**src/rtl/bbc_pkg.sv**
```systemverilog
// Package for the block buffer cache controller: status codes, widths,
// the request struct shared by front end, queue and back end, and state enums.
`timescale 1ns / 1ps
`default_nettype none
package bbc_pkg;
    localparam int SECTOR_W = 48;
    localparam int SPB_W    = 9;
    localparam int STAMP_W  = 64;
    localparam int IDX_W    = 5;
    localparam int BUFFERS_DEFAULT = 8;

    typedef enum logic [2:0] {
        ST_HIT      = 3'd0,
        ST_MISS     = 3'd1,
        ST_RANGE    = 3'd2,
        ST_FLUSH_WB = 3'd3,
        ST_FLUSH_DN = 3'd4
    } t_status;

    localparam logic CFG_SPB = 1'b0;
    localparam logic CFG_VOL = 1'b1;

    typedef enum logic [1:0] {
        K_ACCESS = 2'd0,
        K_FLUSH  = 2'd1,
        K_RANGE  = 2'd2
    } t_kind;

    // classified request handed from front end to back end
    typedef struct packed {
        t_kind                kind;
        logic                 write;
        logic [SECTOR_W-1:0]  sector;
        logic [SECTOR_W-1:0]  fill;
    } t_req;

    typedef enum logic [2:0] {
        B_IDLE, B_SCAN, B_PICK, B_EMIT, B_FLUSH, B_DONE
    } t_bstate;

    typedef enum logic [1:0] {
        F_IDLE, F_DIV, F_PUSH
    } t_fstate;
endpackage
`default_nettype wire

```
**src/rtl/bbc_front.sv**
```systemverilog
// Front end: accepts requests, checks range, computes the aligned fill
// sector with a bit-serial divider. Uses bbc_pkg.
`timescale 1ns / 1ps
`default_nettype none
module bbc_front (
    input  wire                         i_clk,
    input  wire                         i_rst_n,
    input  wire                         i_valid,
    output logic                        o_stall,
    input  wire                         i_func,
    input  wire  [bbc_pkg::SECTOR_W-1:0] i_sector,
    input  wire                         i_write,
    input  wire  [bbc_pkg::SPB_W-1:0]    i_spb,
    input  wire  [bbc_pkg::SECTOR_W-1:0] i_vol,
    output logic                        o_push,
    output bbc_pkg::t_req               o_req,
    input  wire                         i_full
);
    import bbc_pkg::*;
    localparam int CNT_W = $clog2(SECTOR_W + 1);

    t_fstate             r_st, n_st;
    t_req                r_req, n_req;
    logic [SPB_W-1:0]    r_rem, n_rem;
    logic [SPB_W-1:0]    r_div, n_div;
    logic [CNT_W-1:0]    r_cnt, n_cnt;
    logic [SPB_W:0]      w_trial;
    logic [SECTOR_W-1:0] w_fill;

    assign w_trial = {r_rem, r_req.sector[r_cnt[5:0] - 6'd1]} - {1'b0, r_div};
    // aligned start is the sector minus its offset within the buffer
    assign w_fill  = r_req.sector - SECTOR_W'(r_rem);

    always_comb begin
        n_st = r_st;
        unique case (r_st)
            F_IDLE: if (i_valid) n_st = (i_func || i_sector >= i_vol) ? F_PUSH : F_DIV;
            F_DIV:  if (r_cnt == CNT_W'(1)) n_st = F_PUSH;
            F_PUSH: if (!i_full) n_st = F_IDLE;
            default: n_st = F_IDLE;
        endcase
    end

    always_comb begin
        n_req = r_req;
        n_rem = r_rem;
        n_div = r_div;
        n_cnt = r_cnt;
        unique case (r_st)
            F_IDLE: begin
                n_req.kind   = i_func ? K_FLUSH : (i_sector >= i_vol ? K_RANGE : K_ACCESS);
                n_req.write  = i_write;
                n_req.sector = i_sector;
                n_req.fill   = '0;
                n_rem = '0;
                n_div = (i_spb == '0) ? SPB_W'(1) : i_spb;
                n_cnt = CNT_W'(SECTOR_W);
            end
            F_DIV: begin
                // one remainder step per cycle, most significant bit first
                if (!w_trial[SPB_W]) begin
                    n_rem = w_trial[SPB_W-1:0];
                end else begin
                    n_rem = {r_rem[SPB_W-2:0], r_req.sector[r_cnt[5:0] - 6'd1]};
                end
                n_cnt = r_cnt - CNT_W'(1);
            end
            F_PUSH: begin
                n_req.fill = r_req.kind == K_ACCESS ? w_fill : '0;
            end
            default: ;
        endcase
    end

    always_comb begin
        o_stall = (r_st != F_IDLE);
        o_push  = (r_st == F_PUSH) && !i_full;
        o_req   = r_req;
        o_req.fill = (r_req.kind == K_ACCESS) ? w_fill : '0;
    end

    always_ff @(posedge i_clk) begin
        if (!i_rst_n) begin
            r_st <= F_IDLE;
        end else begin
            r_st <= n_st;
        end
        r_req <= n_req;
        r_rem <= n_rem;
        r_div <= n_div;
        r_cnt <= n_cnt;
    end

    a_div_cnt: assert property (@(posedge i_clk) disable iff (!i_rst_n)
        (r_st == F_DIV) |-> (r_cnt != '0)) else $error("divider count underflow");
    a_push_full: assert property (@(posedge i_clk) disable iff (!i_rst_n)
        o_push |-> !i_full) else $error("push into full queue");
    a_stall_busy: assert property (@(posedge i_clk) disable iff (!i_rst_n)
        (r_st == F_PUSH && i_full) |=> (r_st == F_PUSH)) else $error("lost request");
endmodule
`default_nettype wire

```
**src/rtl/bbc_queue.sv**
```systemverilog
// Two-entry request queue between front end and back end. Uses bbc_pkg.
`timescale 1ns / 1ps
`default_nettype none
module bbc_queue (
    input  wire                i_clk,
    input  wire                i_rst_n,
    input  wire                i_push,
    input  wire bbc_pkg::t_req i_req,
    output logic               o_full,
    input  wire                i_pop,
    output logic               o_empty,
    output bbc_pkg::t_req      o_req
);
    import bbc_pkg::*;
    t_req       r_mem [2];
    logic       r_wp, r_rp;
    logic [1:0] r_cnt;

    assign o_full  = (r_cnt == 2'd2);
    assign o_empty = (r_cnt == 2'd0);
    assign o_req   = r_mem[r_rp];

    always_ff @(posedge i_clk) begin
        if (!i_rst_n) begin
            r_wp <= 1'b0;
            r_rp <= 1'b0;
            r_cnt <= 2'd0;
        end else begin
            if (i_push) r_wp <= ~r_wp;
            if (i_pop) r_rp <= ~r_rp;
            r_cnt <= r_cnt + 2'(i_push) - 2'(i_pop);
        end
        if (i_push) r_mem[r_wp] <= i_req;
    end

    a_no_over: assert property (@(posedge i_clk) disable iff (!i_rst_n)
        i_push |-> !o_full) else $error("queue overflow");
    a_no_under: assert property (@(posedge i_clk) disable iff (!i_rst_n)
        i_pop |-> !o_empty) else $error("queue underflow");
    a_cnt: assert property (@(posedge i_clk) disable iff (!i_rst_n)
        r_cnt <= 2'd2) else $error("queue count out of range");
endmodule
`default_nettype wire

```
**src/rtl/bbc_back.sv**
```systemverilog
// Back end: tag scan, LRU victim choice, flush walk and result register.
// Uses bbc_pkg; buffer state in flip-flops, scanned one buffer a cycle.
`timescale 1ns / 1ps
`default_nettype none
module bbc_back #(
    parameter int BUFFERS = bbc_pkg::BUFFERS_DEFAULT
) (
    input  wire                          i_clk,
    input  wire                          i_rst_n,
    input  wire                          i_empty,
    input  wire bbc_pkg::t_req           i_req,
    output logic                         o_pop,
    input  wire  [bbc_pkg::SPB_W-1:0]     i_spb,
    output logic                         o_valid,
    input  wire                          i_stall,
    output logic [2:0]                   o_status,
    output logic [bbc_pkg::IDX_W-1:0]     o_buffer_index,
    output logic                         o_writeback_valid,
    output logic [bbc_pkg::SECTOR_W-1:0]  o_writeback_first_sector,
    output logic                         o_fill_valid,
    output logic [bbc_pkg::SECTOR_W-1:0]  o_fill_first_sector,
    output logic                         o_last
);
    import bbc_pkg::*;
    localparam int BI_W = (BUFFERS > 1) ? $clog2(BUFFERS) : 1;
    localparam int CW   = $clog2(BUFFERS + 1);

    t_bstate             r_st, n_st;
    logic [BUFFERS-1:0]  r_used, r_dirty;
    logic [SECTOR_W-1:0] r_first [BUFFERS];
    logic [STAMP_W-1:0]  r_stamp [BUFFERS];
    logic [STAMP_W-1:0]  r_age;
    logic [CW-1:0]       r_i;
    logic [BI_W-1:0]     w_i;
    logic                r_hit, r_free;
    logic [BI_W-1:0]     r_hidx, r_fidx, r_vidx;
    logic [STAMP_W-1:0]  r_vstamp;
    t_req                r_req;
    logic                r_ov;
    logic [2:0]          r_status;
    logic [IDX_W-1:0]    r_idx;
    logic                r_wbv, r_fv, r_last;
    logic [SECTOR_W-1:0] r_wbs, r_fs;
    logic [SPB_W-1:0]    w_n;
    logic [SECTOR_W:0]   w_end;
    logic                w_match, w_slot, w_emit;

    assign w_i   = r_i[BI_W-1:0];
    assign w_n   = (i_spb == '0) ? SPB_W'(1) : i_spb;
    assign w_end = {1'b0, r_first[w_i]} + (SECTOR_W+1)'(w_n);
    assign w_match = r_used[w_i] && r_req.sector >= r_first[w_i]
                     && {1'b0, r_req.sector} < w_end;
    assign w_slot  = (r_ov && i_stall);
    assign o_pop   = (r_st == B_IDLE) && !i_empty;
    // load a new result this cycle
    assign w_emit  = !w_slot && ((r_st == B_EMIT) || (r_st == B_DONE)
                     || (r_st == B_FLUSH && r_i != CW'(BUFFERS)
                         && r_used[w_i] && r_dirty[w_i]));

    always_comb begin
        n_st = r_st;
        unique case (r_st)
            B_IDLE: if (!i_empty) begin
                unique case (i_req.kind)
                    K_FLUSH:  n_st = B_FLUSH;
                    K_RANGE:  n_st = B_DONE;
                    default:  n_st = B_SCAN;
                endcase
            end
            B_SCAN:  if (r_hit || r_i == CW'(BUFFERS - 1)) n_st = B_PICK;
            B_PICK:  n_st = B_EMIT;
            B_EMIT:  if (!w_slot) n_st = B_IDLE;
            B_FLUSH: if (!w_slot && r_i == CW'(BUFFERS)) n_st = B_DONE;
            B_DONE:  if (!w_slot) n_st = B_IDLE;
            default: n_st = B_IDLE;
        endcase
    end

    always_ff @(posedge i_clk) begin
        if (!i_rst_n) begin
            r_st    <= B_IDLE;
            r_used  <= '0;
            r_dirty <= '0;
            r_age   <= '0;
            r_ov    <= 1'b0;
            for (int k = 0; k < BUFFERS; k++) r_stamp[k] <= '0;
        end else begin
            r_st <= n_st;
            if (w_emit) r_ov <= 1'b1;
            else if (!i_stall) r_ov <= 1'b0;
            unique case (r_st)
                B_IDLE: if (!i_empty) begin
                    r_req <= i_req;
                    r_i   <= '0;
                    r_hit <= 1'b0;
                    r_free <= 1'b0;
                    r_vidx <= '0;
                    r_vstamp <= r_stamp[0];
                end
                B_SCAN: begin
                    if (w_match) begin
                        r_hit  <= 1'b1;
                        r_hidx <= w_i;
                    end
                    if (!r_used[w_i] && !r_free) begin
                        r_free <= 1'b1;
                        r_fidx <= w_i;
                    end
                    if (r_stamp[w_i] < r_vstamp) begin
                        r_vstamp <= r_stamp[w_i];
                        r_vidx   <= w_i;
                    end
                    if (!w_match) r_i <= r_i + CW'(1);
                end
                B_PICK: begin
                    // settle the chosen buffer and move the index there
                    r_hidx <= r_hit ? r_hidx : (r_free ? r_fidx : r_vidx);
                end
                B_EMIT: if (!w_slot) begin
                    r_idx <= IDX_W'(r_hidx);
                    r_last <= 1'b1;
                    r_stamp[r_hidx] <= r_age;
                    r_age <= r_age + STAMP_W'(1);
                    if (r_hit) begin
                        r_status <= ST_HIT;
                        r_wbv <= 1'b0; r_wbs <= '0; r_fv <= 1'b0; r_fs <= '0;
                        r_dirty[r_hidx] <= r_dirty[r_hidx] | r_req.write;
                    end else begin
                        r_status <= ST_MISS;
                        r_wbv <= !r_free && r_dirty[r_hidx];
                        r_wbs <= (!r_free && r_dirty[r_hidx]) ? r_first[r_hidx] : '0;
                        r_fv  <= 1'b1;
                        r_fs  <= r_req.fill;
                        r_used[r_hidx]  <= 1'b1;
                        r_first[r_hidx] <= r_req.fill;
                        r_dirty[r_hidx] <= r_req.write;
                    end
                end
                B_FLUSH: if (!w_slot && r_i != CW'(BUFFERS)) begin
                    r_i <= r_i + CW'(1);
                    if (r_used[w_i] && r_dirty[w_i]) begin
                        r_status <= ST_FLUSH_WB;
                        r_idx <= IDX_W'(w_i);
                        r_wbv <= 1'b1; r_wbs <= r_first[w_i];
                        r_fv <= 1'b0; r_fs <= '0; r_last <= 1'b0;
                        r_dirty[w_i] <= 1'b0;
                    end
                end
                B_DONE: if (!w_slot) begin
                    r_status <= (r_req.kind == K_FLUSH) ? ST_FLUSH_DN : ST_RANGE;
                    r_idx <= '0;
                    r_wbv <= 1'b0; r_wbs <= '0; r_fv <= 1'b0; r_fs <= '0;
                    r_last <= 1'b1;
                end
                default: ;
            endcase
        end
    end

    always_comb begin
        o_valid = r_ov;
        o_status = r_status;
        o_buffer_index = r_idx;
        o_writeback_valid = r_wbv;
        o_writeback_first_sector = r_wbs;
        o_fill_valid = r_fv;
        o_fill_first_sector = r_fs;
        o_last = r_last;
    end

    a_hold: assert property (@(posedge i_clk) disable iff (!i_rst_n)
        (r_ov && i_stall) |=> (r_ov && $stable(r_status) && $stable(r_idx)))
        else $error("result changed under stall");
    a_pop_idle: assert property (@(posedge i_clk) disable iff (!i_rst_n)
        o_pop |=> (r_st != B_IDLE)) else $error("pop without start");
    a_dirty_used: assert property (@(posedge i_clk) disable iff (!i_rst_n)
        (r_dirty & ~r_used) == '0) else $error("dirty flag on unused buffer");
endmodule
`default_nettype wire

```
**src/rtl/block_buffer_cache_lru.sv**
```systemverilog
// Top level of the block buffer cache controller: config registers,
// front end, request queue and back end. Uses bbc_pkg.
`timescale 1ns / 1ps
`default_nettype none
// The front end accepts an access request, runs the bit-serial division that
// finds the sector's offset within its buffer, and then pushes the request into
// the queue, waiting while the queue is full; it takes no new request until the
// push. The back end pops the request, scans up to BUFFERS tags one per cycle
// (stopping early on a hit), then picks and emits the result. Out-of-range and
// flush requests skip the division; a flush walks every buffer in the back end
// and waits while the output is stalled. The two-entry queue lets the front end
// divide the next request while the back end scans the current one.
module block_buffer_cache_lru #(
    parameter int BUFFERS = bbc_pkg::BUFFERS_DEFAULT
) (
    input  wire                         i_clk,
    input  wire                         i_rst_n,
    input  wire                         i_cfg_we,
    input  wire  [0:0]                  i_cfg_index,
    input  wire  [bbc_pkg::SECTOR_W-1:0] i_cfg_data,
    input  wire                         i_valid,
    output logic                        o_stall,
    input  wire                         i_func,
    input  wire  [bbc_pkg::SECTOR_W-1:0] i_sector,
    input  wire                         i_write,
    output logic                        o_valid,
    input  wire                         i_stall,
    output logic [2:0]                  o_status,
    output logic [bbc_pkg::IDX_W-1:0]    o_buffer_index,
    output logic                        o_writeback_valid,
    output logic [bbc_pkg::SECTOR_W-1:0] o_writeback_first_sector,
    output logic                        o_fill_valid,
    output logic [bbc_pkg::SECTOR_W-1:0] o_fill_first_sector,
    output logic                        o_last
);
    import bbc_pkg::*;
    logic [SPB_W-1:0]    r_spb;
    logic [SECTOR_W-1:0] r_vol;
    logic                w_push, w_full, w_pop, w_empty;
    t_req                w_freq, w_qreq;

    always_ff @(posedge i_clk) begin
        if (!i_rst_n) begin
            r_spb <= SPB_W'(8);
            r_vol <= '0;
        end else if (i_cfg_we) begin
            if (i_cfg_index == CFG_SPB) r_spb <= i_cfg_data[SPB_W-1:0];
            else r_vol <= i_cfg_data;
        end
    end

    bbc_front u_front (
        .i_clk, .i_rst_n, .i_valid, .o_stall, .i_func, .i_sector, .i_write,
        .i_spb(r_spb), .i_vol(r_vol), .o_push(w_push), .o_req(w_freq),
        .i_full(w_full)
    );

    bbc_queue u_queue (
        .i_clk, .i_rst_n, .i_push(w_push), .i_req(w_freq), .o_full(w_full),
        .i_pop(w_pop), .o_empty(w_empty), .o_req(w_qreq)
    );

    bbc_back #(.BUFFERS(BUFFERS)) u_back (
        .i_clk, .i_rst_n, .i_empty(w_empty), .i_req(w_qreq), .o_pop(w_pop),
        .i_spb(r_spb), .o_valid, .i_stall, .o_status, .o_buffer_index,
        .o_writeback_valid, .o_writeback_first_sector, .o_fill_valid,
        .o_fill_first_sector, .o_last
    );
endmodule
`default_nettype wire
```
**config.mk**
```make
export PLATFORM = sky130hd
export DESIGN_NAME = block_buffer_cache_lru
export DESIGN_NICKNAME = d
export VERILOG_FILES = /design/src/rtl/bbc_pkg.sv /design/src/rtl/bbc_front.sv /design/src/rtl/bbc_queue.sv /design/src/rtl/bbc_back.sv /design/src/rtl/block_buffer_cache_lru.sv
export SDC_FILE = /design/constraint.sdc
export NUM_CORES = 2
export LEC_CHECK = 0
export BUFFER_PORTS_ARGS = -buffer_cell sky130_fd_sc_hd__clkbuf_2
export CAP_MARGIN = 20
export CORE_MARGIN = 2
export CORE_UTILIZATION = 64
export CTS_CLUSTER_SIZE = 16
export DETAILED_ROUTE_END_ITERATION = 7
export PLACE_DENSITY = 0.82
export SYNTH_ARGS = -nofsm -noshare
export SYNTH_HDL_FRONTEND = slang
export SYNTH_SLANG_ARGS = --single-unit
```
**constraint.sdc**
```tcl
create_clock -name i_clk -period 21.5 [get_ports i_clk]
set_input_delay 2.15 -clock i_clk [delete_from_list [all_inputs] [get_ports i_clk]]
set_output_delay 2.15 -clock i_clk [all_outputs]
set_load 0.05 [all_outputs]
```
* After elaboration in Yosys (flattened, before gate mapping) *
Memories as Yosys holds them, arrays and structs flattened. A register that Yosys moved wholly into a read port is not among the register bits.
Cells that the tools add are included.

storage, ports and cells
  output and inout bits = 109
  word-level logic and storage cells = 266
  bits in registers = 507
  memory bits (writable) = 1094
  input port bits = 104
  memories = 3

memories
  memory          words  width  read ports  clocked after memory_dff  write ports  line             text
  u_back.r_stamp  8      64     2           1                         8            bbc_back.sv:31   logic [STAMP_W-1:0] r_stamp [BUFFERS];
  u_back.r_first  8      48     2           2                         1            bbc_back.sv:30   logic [SECTOR_W-1:0] r_first [BUFFERS];
  u_queue.r_mem   2      99     1           1                         1            bbc_queue.sv:15  t_req r_mem [2];

cells by class
  add/subtract/negate cells = 8
  $lt $le $gt $ge = 9
  bitwise operators = 10
  multiplexer cells = 113
  reduce and logical (&&, ||, !) cells = 56
  equal/unequal tests = 32

operators by type and width
  operator                                        number
  two-way mux 48 bit                              11
  one-hot mux 48 bit (3 select lines)             2
  two-way mux 64 bit                              3
  one-hot mux 64 bit (2 select lines)             1
  >= comparator 48 bit                            2
  adder 64 x 1 -> 64 bit (second input constant)  1
  less-than comparator 64 bit                     1
  OR reduction 64 bit                             1
  two-way mux 3 bit                               18
  adder 48 x 9 -> 49 bit                          1
  less-than comparator 48 x 49 -> 1 bit           1
  subtractor 48 x 9 -> 48 bit                     1
  two-way mux 1 bit                               36
  two-way mux 8 bit                               4
  AND reduction 4 bit                             6
  != test 2 bit (second input constant)           11
  two-way mux 5 bit                               4
  two-way mux 9 bit                               2
  one-hot mux 3 bit (2 select lines)              3
  one-hot mux 9 bit (2 select lines)              1
  bitwise mux 8 bit                               2
  logical AND 1 bit                               16
  one-hot mux 8 bit (2 select lines)              1
  one-hot mux 3 bit (5 select lines)              1
  47 further kinds                                98

* Depth between registers and ports, before layout *
  depth after elaboration = 9
  depth in mapped cells = 30
  depth with buffers taken out = 23

* Hierarchy *
Synthesis repeated with hierarchy kept, for this count alone.

unflattened totals
  cells, all modules = 5222
  area, all modules = 75582.5 um^2

by module, submodules not included
  module                  instances  area an instance (um^2)  cells an instance
  bbc_back                1          59706.0                  4005
  bbc_queue               1          7397.1                   329
  bbc_front               1          6218.5                   638
  block_buffer_cache_lru  1          2260.9                   250

* Least setup slack after synthesis *
No wires, ideal clock.

  path kind = in2reg
  start = input port i_rst_n
  end = register u_back.r_idx[0], in the netlist u_back.o_buffer_index[0], enable pin
  path buffers = 3
  stages on the path = 4
  setup slack = 10.321 ns
  library setup time = 0.725 ns
  data required time = 20.775 ns
  arrival = 10.454 ns
  cells stage by stage = clkbuf_1 -> clkbuf_1 -> clkbuf_1 -> a21boi_0

between the ends
  cells in the longest elaborated chain, start to end = 1

ends and longest elaborated chain
  what                           line                          text
  start, declared                block_buffer_cache_lru.sv:17  input wire i_rst_n,
  AND reduction 6 bit (no line)  --
  end signal, assigned           bbc_back.sv:120               r_idx <= IDX_W'(r_hidx);
  end signal, assigned           bbc_back.sv:143               r_idx <= IDX_W'(w_i);
  end, declared                  bbc_back.sv:41                logic [IDX_W-1:0] r_idx;

No other way between the ends.
A chain may end at the register's enable or synchronous reset.

==> results.sh <==
export IMPL_startpoint_type="flop"
export IMPL_dr_wl_met3_mm=23.6
export IMPL_routed_via_density=6.55
export IMPL_clkSlewWorstSetupHoldPaths_ns=0.06
export IMPL_clock_latency_ns=0.77
export IMPL_floorplan_rows=125
export IMPL_layout_worst_path_cycle_share_pct=34.4
export IMPL_synthDistinctLibCells=89
export IMPL_leakagePower_nw=30.0
export IMPL_portBuffers=210
export IMPL_post_synth_main_area_contributors="edfxtp_1 (58%), mux4_2 (10%), and2_1 (4.4%)"
export IMPL_synth_async_reset_ratio_pct=0
export IMPL_synth_seq_area_share_pct=62.4
export IMPL_fmaxAchievable_ghz=0.135
export IMPL_power_density_mw_per_mm2=118
export IMPL_first_iter_violations=5930
export IMPL_dp_hpwl_mm=111
export IMPL_timing_max_cap_violations=0
export IMPL_clk_path_buf_depth=3
export IMPL_die_area_mm2=0.120
export IMPL_ys_warn_count=0
export IMPL_initial_utilization_pct=64.5
export IMPL_globalplace_congestion=0.912
export IMPL_reg2reg_slack_ns=14.11
export IMPL_setup_tns_ns=0
export IMPL_finish_instance_area_mm2=0.0824
export IMPL_layout_area_seq_mm2=0.0467
export IMPL_grt_use_total_pct=31.0
export IMPL_hold_class="reg -> reg"
export IMPL_synth_enable_flop_cells=1452
export IMPL_relSlewSlack_pct=21.9
export IMPL_grt_first_pass_wirelength_mm=278
export IMPL_crit_path_max_fanout=133
export IMPL_library_cell_occupying_the_most_area_in_the_post_synthesis_netlist="edfxtp_1"
export IMPL_rr_endpoint="u_back.r_i[2]$_DFFE_PP_"
export IMPL_io_pins=213
export IMPL_postLayoutCoreUtil_pct=71.0
export IMPL_fillers=7198
export IMPL_syn_inst=5129
export IMPL_drt_pass1_iterations=6
export IMPL_grt_antenna_before_repair=2
export IMPL_cts_hold_fix_buffers=0
export IMPL_route_vias_total=45300
export IMPL_cp_data_arrival_time_ns=7.86
export IMPL_post_route_wl_mm=185
export IMPL_finalHoldViolations=0
export IMPL_final_layout_size_suffix_gt1_share_pct=20.2
export IMPL_maximum_vdd_drop_mv=0.112
export IMPL_tightestPinTransition_ns=1.17
export IMPL_timing_final_setup_violations=0
export IMPL_cp_endpoint="u_back.r_i[2]$_DFFE_PP_"
export IMPL_synth_seq_cells=1606
export IMPL_cts_buf_count=159
export IMPL_post_drt_wl_per_cell_um=26.8
export IMPL_floorplan_die_height_um=346
export IMPL_top_layer="met5"
export IMPL_detail_route_wirelength_met1_mm=71.4
export IMPL_crit_required_ns=21.97
export IMPL_r2r_cells=23
export IMPL_grt_setup_unrepaired="no"
export IMPL_n_antenna_cell=0
export IMPL_met2WireLength_mm=84.9
export IMPL_post_cts_setup_buffers=0
export IMPL_worstHoldStart="u_back.r_used[6]$_SDFFE_PN0P_"
export IMPL_area_growth_syn_to_layout_pct=10.2
export IMPL_syn_mean_instance_area_um2=14.6
export IMPL_design_power_total_mw=9.69
export IMPL_clock_sinks=1606
export IMPL_design_core_area_mm2=0.116
export IMPL_fin_worst_skew_ns=0.0274
export IMPL_htree_levels=4
export IMPL_dpl_instance_area_mm2=0.0772
export IMPL_worstSetupPathType="reg -> reg"
export IMPL_clockRootBuffer="clkbuf_16"
export IMPL_min_clock_period_post_route_ns=7.39
export IMPL_overflow=0
export IMPL_post_route_drc_count=0
export IMPL_multiInputGateArea_mm2=0.0264
export IMPL_run_status="completed"
export IMPL_syn_cell_area_mm2=0.0748
export IMPL_floorplan_die_width_um=346
export IMPL_first_global_vias=45700
export IMPL_endpoint_kind="flop"
export IMPL_final_antenna_net_count=0
export IMPL_synth_main_ff_cell="edfxtp_1"
export IMPL_netlist_area_leader_share_pct=58.3
export IMPL_grt_start_max_net_pins=134
export IMPL_drv_slew=0
export IMPL_ctsResizeCount=0
export IMPL_tritoncts="yes"
export IMPL_nets=5596
synthesized netlist by cell type, types with 60 or more instances:
| library cell | number |
|---|---|
| edfxtp_1 | 1452 |
| a21o_1 | 67 |
| clkbuf_1 | 249 |
| nor2_1 | 210 |
| mux2_2 | 169 |
| mux2i_1 | 116 |
| xnor2_1 | 85 |
| dfxtp_1 | 154 |
| ha_1 | 241 |
| and2_1 | 528 |
| a21boi_0 | 71 |
| a21oi_1 | 103 |
| mux4_2 | 331 |
| and3_1 | 77 |
| nand2_1 | 426 |
| o21ai_0 | 68 |
| inv_1 | 168 |
| nand4_1 | 60 |
logic make-up (layout without fill, tap and decap cells):
family,Yosys count,in the layout,synth area share [%]
AO/OA/AOI/OAI,461,461,4.08
XOR/XNOR,138,138,1.62
adder cells (fa/ha/maj),244,244,4.11
buffers and inverters,494,748,2.63
flip-flops,1606,1606,62.4
multiplexers,621,621,14.2
other,1,2,0.00501
AND/OR/NAND/NOR,1564,1564,11.0
cell usage in the layout (no fill, tap or decap), types with 10 or more instances in the layout:
master     count
and3_1        75
and2_1       526
a211oi_1      13
xor2_1        53
clkinv_1      27
mux4_2       331
o21ai_0       68
nor2b_1       23
nand4_1       60
dfxtp_1      147
clkbuf_2     209
nand3b_1      11
mux2i_1      116
inv_1        166
nor3_1        38
clkbuf_8      17
nand2b_1      22
nor2_1       198
nand2_1      416
a21o_1        66
ha_1         241
a21boi_0      70
clkbuf_16    164
or4_1         10
nor4_1        21
mux2_2       169
clkinv_2      25
a31oi_1       11
o22ai_1       53
buf_4         65
or2_2         13
bufinv_16     10
clkbuf_1      42
xnor2_1       85
edfxtp_1    1452
or3_1         30
a21oi_1      103
nand3_1       58
nor2_4        12
worst max-delay path, stage by stage, from the launching register on:
cell and delay (ns):
dfxtp_4 0.35, buf_12 0.68, buf_4 0.68, mux4_2 0.40, mux2i_1 0.29, inv_1 0.13
ha_1 0.29, a21o_1 0.11, a21o_1 0.15, a21oi_1 0.07, nor2_1 0.27, o2111ai_1 0.40
nor2b_1 0.45, and2b_1 0.28, nand3b_1 0.12, xnor2_1 0.16, ha_1 0.33, nand4_1 0.15
nor4_1 0.41, nand3_1 0.13, o311a_1 0.44, o211ai_2 0.32, nand2_1 0.21, inv_1 0.19
sequential cells by signal, indices dropped and copies added (netlist names), 4 cells and up, named ones only:
register	flops
u_back.r_first	384
u_back.r_stamp	512
u_front.r_cnt	6
u_back.r_dirty	8
u_back.r_req	99
u_front.o_req	51
r_spb	9
u_back.r_vstamp	64
u_back.r_age	64
u_queue.r_mem	198
u_front.r_div	9
r_vol	48
u_back.o_writeback_first_sector	48
u_front.r_rem	9
u_back.r_i	4
u_back.r_used	8
u_back.o_fill_first_sector	48
where the power goes:
part,switching [mW],leakage (nW),internal [mW],total [mW]
sequential,0.291,15.2,3.81,4.10
combinational,1.64,12.2,1.20,2.84
clock,1.18,2.54,1.59,2.76
total,3.11,30.0,6.59,9.69
layout make-up:
class	instances	area share, %
Sequential cell	1606	56.7
Multi-Input combinational cell	3030	32.0
Clock inverter	74	0.867
Clock buffer	223	5.45
Inverter	174	0.792
Timing Repair Buffer	277	1.93
Tap cell	1524	2.31
worst min-delay path by stage:
stage / slack [ns] / to / cells after the start
after detailed placement: 0.44 / u_back.r_used[6]$_SDFFE_PN0P_ / 1
final: 0.45 / u_back.r_used[6]$_SDFFE_PN0P_ / 1
after CTS: 0.45 / u_back.r_used[6]$_SDFFE_PN0P_ / 1
after global placement: 0.43 / u_back.r_used[6]$_SDFFE_PN0P_ / 1
after global routing: 0.48 / u_back.r_used[2]$_SDFFE_PN0P_ / 1
after floorplan: 0.42 / u_back.r_used[4]$_SDFFE_PN0P_ / 1
through the flow:
step / hold slack (ns) / setup slack (ns) / std cells
detailed placement: 0.439 / 14.17 / 6610
finish: 0.454 / 14.11 / 6908
floorplan: 0.421 / 10.32 / 5130
global route: 0.476 / 13.63 / 6908
CTS: 0.452 / 14.13 / 6907
global placement: 0.427 / 14.31 / 6610
metal layers:
metal  global-route usage [%]  up-vias
li1                         -    19500
met1                     44.7    22500
met2                     47.3     2893
met3                     7.71      380
met4                     9.48        2
met5                        0        -
Note: power is estimated with default switching activity, not from simulation.
